$ cat src/rtl/saic_pkg.sv
`timescale 1ns / 1ps
`default_nettype none
package saic_pkg;
  localparam int unsigned LineBytesDef = 16;
  localparam int unsigned SetBitsDef   = 4;
  localparam int unsigned WaysDef      = 4;

  localparam logic [1:0] OpFetch   = 2'd0;
  localparam logic [1:0] OpInvLine = 2'd1;
  localparam logic [1:0] OpInvAll  = 2'd2;
  localparam logic [1:0] OpFill    = 2'd3;

  typedef struct packed {
    logic [1:0]  opcode;
    logic [31:0] address;
    logic [2:0]  access_size;
    logic        privileged;
    logic [31:0] fill_data;
    logic        fill_error;
    logic [7:0]  fill_fault_status;
  } item_t;

  typedef struct packed {
    logic        result_kind;
    logic [31:0] read_data;
    logic        access_ok;
    logic        fault_valid;
    logic [7:0]  fault_status;
    logic [31:0] fill_address;
    logic        fill_privileged;
  } result_t;
endpackage
`default_nettype wire

$ cat src/rtl/saic_front.sv
`timescale 1ns / 1ps
`default_nettype none
// Input queue: two-entry FIFO decoupling the input handshake from the cache core.
module saic_front (
  input  wire logic           clk_i,
  input  wire logic           rst_ni,
  input  wire logic           in_valid_i,
  output logic                in_stall_o,
  input  wire saic_pkg::item_t in_item_i,
  output logic                q_valid_o,
  input  wire logic           q_pop_i,
  output saic_pkg::item_t     q_item_o
);
  import saic_pkg::*;

  item_t      mem_q [2];
  logic       wr_q, rd_q;
  logic [1:0] cnt_q;
  logic       push, pop;

  assign in_stall_o = (cnt_q == 2'd2);
  assign push       = in_valid_i && !in_stall_o;
  assign q_valid_o  = (cnt_q != 2'd0);
  assign pop        = q_pop_i && q_valid_o;
  assign q_item_o   = mem_q[rd_q];

  always_ff @(posedge clk_i) begin
    if (push) mem_q[wr_q] <= in_item_i;
  end

  always_ff @(posedge clk_i or negedge rst_ni) begin
    if (!rst_ni) begin
      wr_q  <= 1'b0;
      rd_q  <= 1'b0;
      cnt_q <= 2'd0;
    end else begin
      if (push) wr_q <= !wr_q;
      if (pop) rd_q <= !rd_q;
      cnt_q <= cnt_q + {1'b0, push} - {1'b0, pop};
    end
  end

  assert property (@(posedge clk_i) disable iff (!rst_ni) cnt_q <= 2'd2)
    else $error("queue overflow");
  assert property (@(posedge clk_i) disable iff (!rst_ni)
    (cnt_q == 2'd0) |-> !q_valid_o) else $error("empty queue valid");
  assert property (@(posedge clk_i) disable iff (!rst_ni)
    (push && !pop) |=> (cnt_q == $past(cnt_q) + 2'd1)) else $error("push lost");
endmodule
`default_nettype wire

$ cat config.mk
export PLATFORM = sky130hd
export DESIGN_NAME = saic_front
export DESIGN_NICKNAME = d
export VERILOG_FILES = /design/src/rtl/saic_pkg.sv /design/src/rtl/saic_front.sv
export SDC_FILE = /design/constraint.sdc
export NUM_CORES = 1
export LEC_CHECK = 0
export ABC_CLOCK_PERIOD_IN_PS = 4500
export BUFFER_PORTS_ARGS = -buffer_cell sky130_fd_sc_hd__clkbuf_2
export CORE_MARGIN = 8
export CORE_UTILIZATION = 38
export CTS_BUF_LIST = sky130_fd_sc_hd__clkbuf_4
export CTS_CLUSTER_SIZE = 28
export DETAILED_ROUTE_END_ITERATION = 7
export HOLD_SLACK_MARGIN = 0.08
export PLACE_DENSITY = 0.65
export SYNTH_ARGS = -nofsm -noshare
export SYNTH_HDL_FRONTEND = slang
export SYNTH_SLANG_ARGS = --single-unit
$ cat constraint.sdc
create_clock -name clk_i -period 4.5 [get_ports clk_i]
set_input_delay 0.45 -clock clk_i [delete_from_list [all_inputs] [get_ports clk_i]]
set_output_delay 0.45 -clock clk_i [all_outputs]
set_load 0.02 [all_outputs]
==> flow_summary.toml <==
[cts]
htree_levels = 4
hold_buffers = 80
numClockSinks = 162
clk_pin_slew_ns = 0.12
cts_buffers = 17
cts_resized = 0
clkLatencyLatePin_ns = 0.52
cts_tree = "yes"
cts_setup_buffers = 0
ctsRootBufferMaster = "clkbuf_4"
cts_buffer_depth = 2

[synthesis]
synth_seq_cells = 162
synth.area.mux_share = 0.188
seq_area_frac_synth = 0.768
synth-simple-area-share = 0.00556
synth_compound_area_frac = 0
synth_xor_area_frac = 0.00556
syn_area_per_cell_um2 = 23.9
ys_types = 15
synth_cells = 264
syn_nets = 349
synth_fa_ha_area_frac = 0.00397
synth_top_family_by_area = "multiplexers"
yosys_warnings = 0
syn_area_um2 = 6300

[sta]
max_slew.worst_pin.slew_ns = 1.13
finalCriticalPeriod_ns = 3.06
hold_viol = 0
fmax_mhz = 327
hold_ws_ns = 0.223
finalSetupTns_ns = 0
rsz0062_at_grt = "false"
fin_crit_sh = 0.679
worst_clock_skew_ns = 0.0116
drv_slew = 0
slew_headroom = 0.245
setup_violations = 0

[final_layout]
final_common_cell = "clkbuf_2"
final_area_um2 = 8370
final_cell_mix = "clkbuf_2, edfxtp_1, dlygate4sd3_1"
final_cells = 753
n_fill_cell = 1366
antenna_cells = 0
final_layout_size_suffix_gt1_frac = 0.523
nNetsFinal = 605
area_delta_synth_final_pct = 32.7

[worst_setup_path]
worstPathRequired_ns = 4.05
critPathKind = "reg2out"
reg2reg_slack_ns = 2.28
crit_family = "flip-flops"
cp_num_buf_inv = 2
critPathArrivalTime_ns = 2.61
path_cells = "buf_4, mux2_4, clkbuf_2"
path_max_fanout = 55
cpMaxStageDelayCell = "dfrtp_4"
cp-end-kind = "output port"
max_stage_delay_ns = 1.15
crit_path_start_kind = "flop"

[floorplan]
fp.coreArea_um2 = 16400
io_pins = 164
die_width_um = 145
core.rowCount = 47
dieArea_um2 = 21000
initial_core_util = 0.384
die_y_um = 145

[pwr]
power_density_nw_per_um2 = 598
vdd_drop_max_v = 0.000441
p_leak_uw = 0.00340

[grt]
grt_pass1_wl_um = 18200
antenna_found_initial = 0
grt_max_degree = 80
overflow = 0
grt_usage = 0.116
grt_pass1_vias = 3688

[placement]
placed_cell_area_um2 = 7280
io_buffer_count = 163
place_inst = 641
place_congestion = 0.687
place_hpwl_um = 7820

[route]
dr.pass1.iters = 4
drtIter0Drc = 132
final_antenna_net_count = 0
drt-total-wl_um = 11900
vias = 3282
via_per_inst = 4.36
drc = 0
routedWlPerCell_um = 15.8

[run_status]
status = "complete, no violations"

[run]
cap_violations = 0

[hold_path]
hp-class = "in2reg"
## cell usage after synthesis, drive strengths merged
library cell,count,area share
mux2,79,0.19
nand2,1,0.00059
or2,1,0.00099
and2,1,0.0014
xnor2,3,0.0042
nor2,1,0.00059
and3,1,0.00099
ha,2,0.0040
edfxtp,158,0.75
nand2b,1,0.00099
xor2,1,0.0014
dfrtp,4,0.016
buf,9,0.027
inv,2,0.0012
## worst min-delay path: stages
cell and delay (ns):
clkbuf_2 0.07, and2_4 0.13, xor2_1 0.05
## final cells by class
| class | instances | area [µm²] | share of cell area |
|---|---|---|---|
| inverters | 2 | 7.51 | 0.000897 |
| clock inverters | 12 | 143 | 0.0170 |
| multi-input cells | 91 | 1290 | 0.155 |
| well taps | 220 | 275 | 0.0329 |
| repair buffers | 246 | 1650 | 0.197 |
| flip-flops and latches | 162 | 4850 | 0.579 |
| clock buffers | 20 | 150 | 0.0179 |
## state kept, by name, indices dropped and copies added (netlist names)
signal  cells
wr_q        1
rd_q        1
mem_q     158
cnt_q       2
## path summary, 6_finish.rpt
kind                                     from                endpoint  cells after the start
max                          rd_q$_DFFE_PN0P_            q_item_o[59]                      3
min                                   q_pop_i        rd_q$_DFFE_PN0P_                      3
max reg2reg                cnt_q[1]$_DFF_PN0_  mem_q[0][56]$_DFFE_PP_                      4
min reg2reg                cnt_q[0]$_DFF_PN0_      cnt_q[0]$_DFF_PN0_                      1
max in group asynchronous              rst_ni        rd_q$_DFFE_PN0P_                      2
min in group asynchronous              rst_ni      cnt_q[0]$_DFF_PN0_                      2
## report_power, final
group	internal, µW	total (µW)	switching [µW]
registers	2060	2290	222
logic	884	1850	969
clock network	397	865	469
## metal layers
layer	track usage	up-vias	routed length, µm
li1	-	1551	-
met1	0.121	1626	4710
met2	0.205	97	6290
met3	0.0446	8	866
met4	0.0487	0	59
met5	0	-	0
## kinds of logic after synthesis
| group | count (synthesis) |
|---|---|
| simple gates | 6 |
| buf+inv | 11 |
| flops | 162 |
| mux | 79 |
| xor+xnor | 4 |
| fa+ha+maj | 2 |
## stage by stage
step / setup slack (ns) / utilization / total power [µW]
after detailed placement: 1.98 / 0.443 / 4170
after floorplan: 0.0996 / - / 3750
after global placement: 1.99 / 0.443 / 4140
after global routing: 1.25 / 0.510 / 5270
after CTS: 1.34 / 0.510 / 5100
final: 1.44 / 0.510 / 5000
Power figures use the tool's default switching activity.
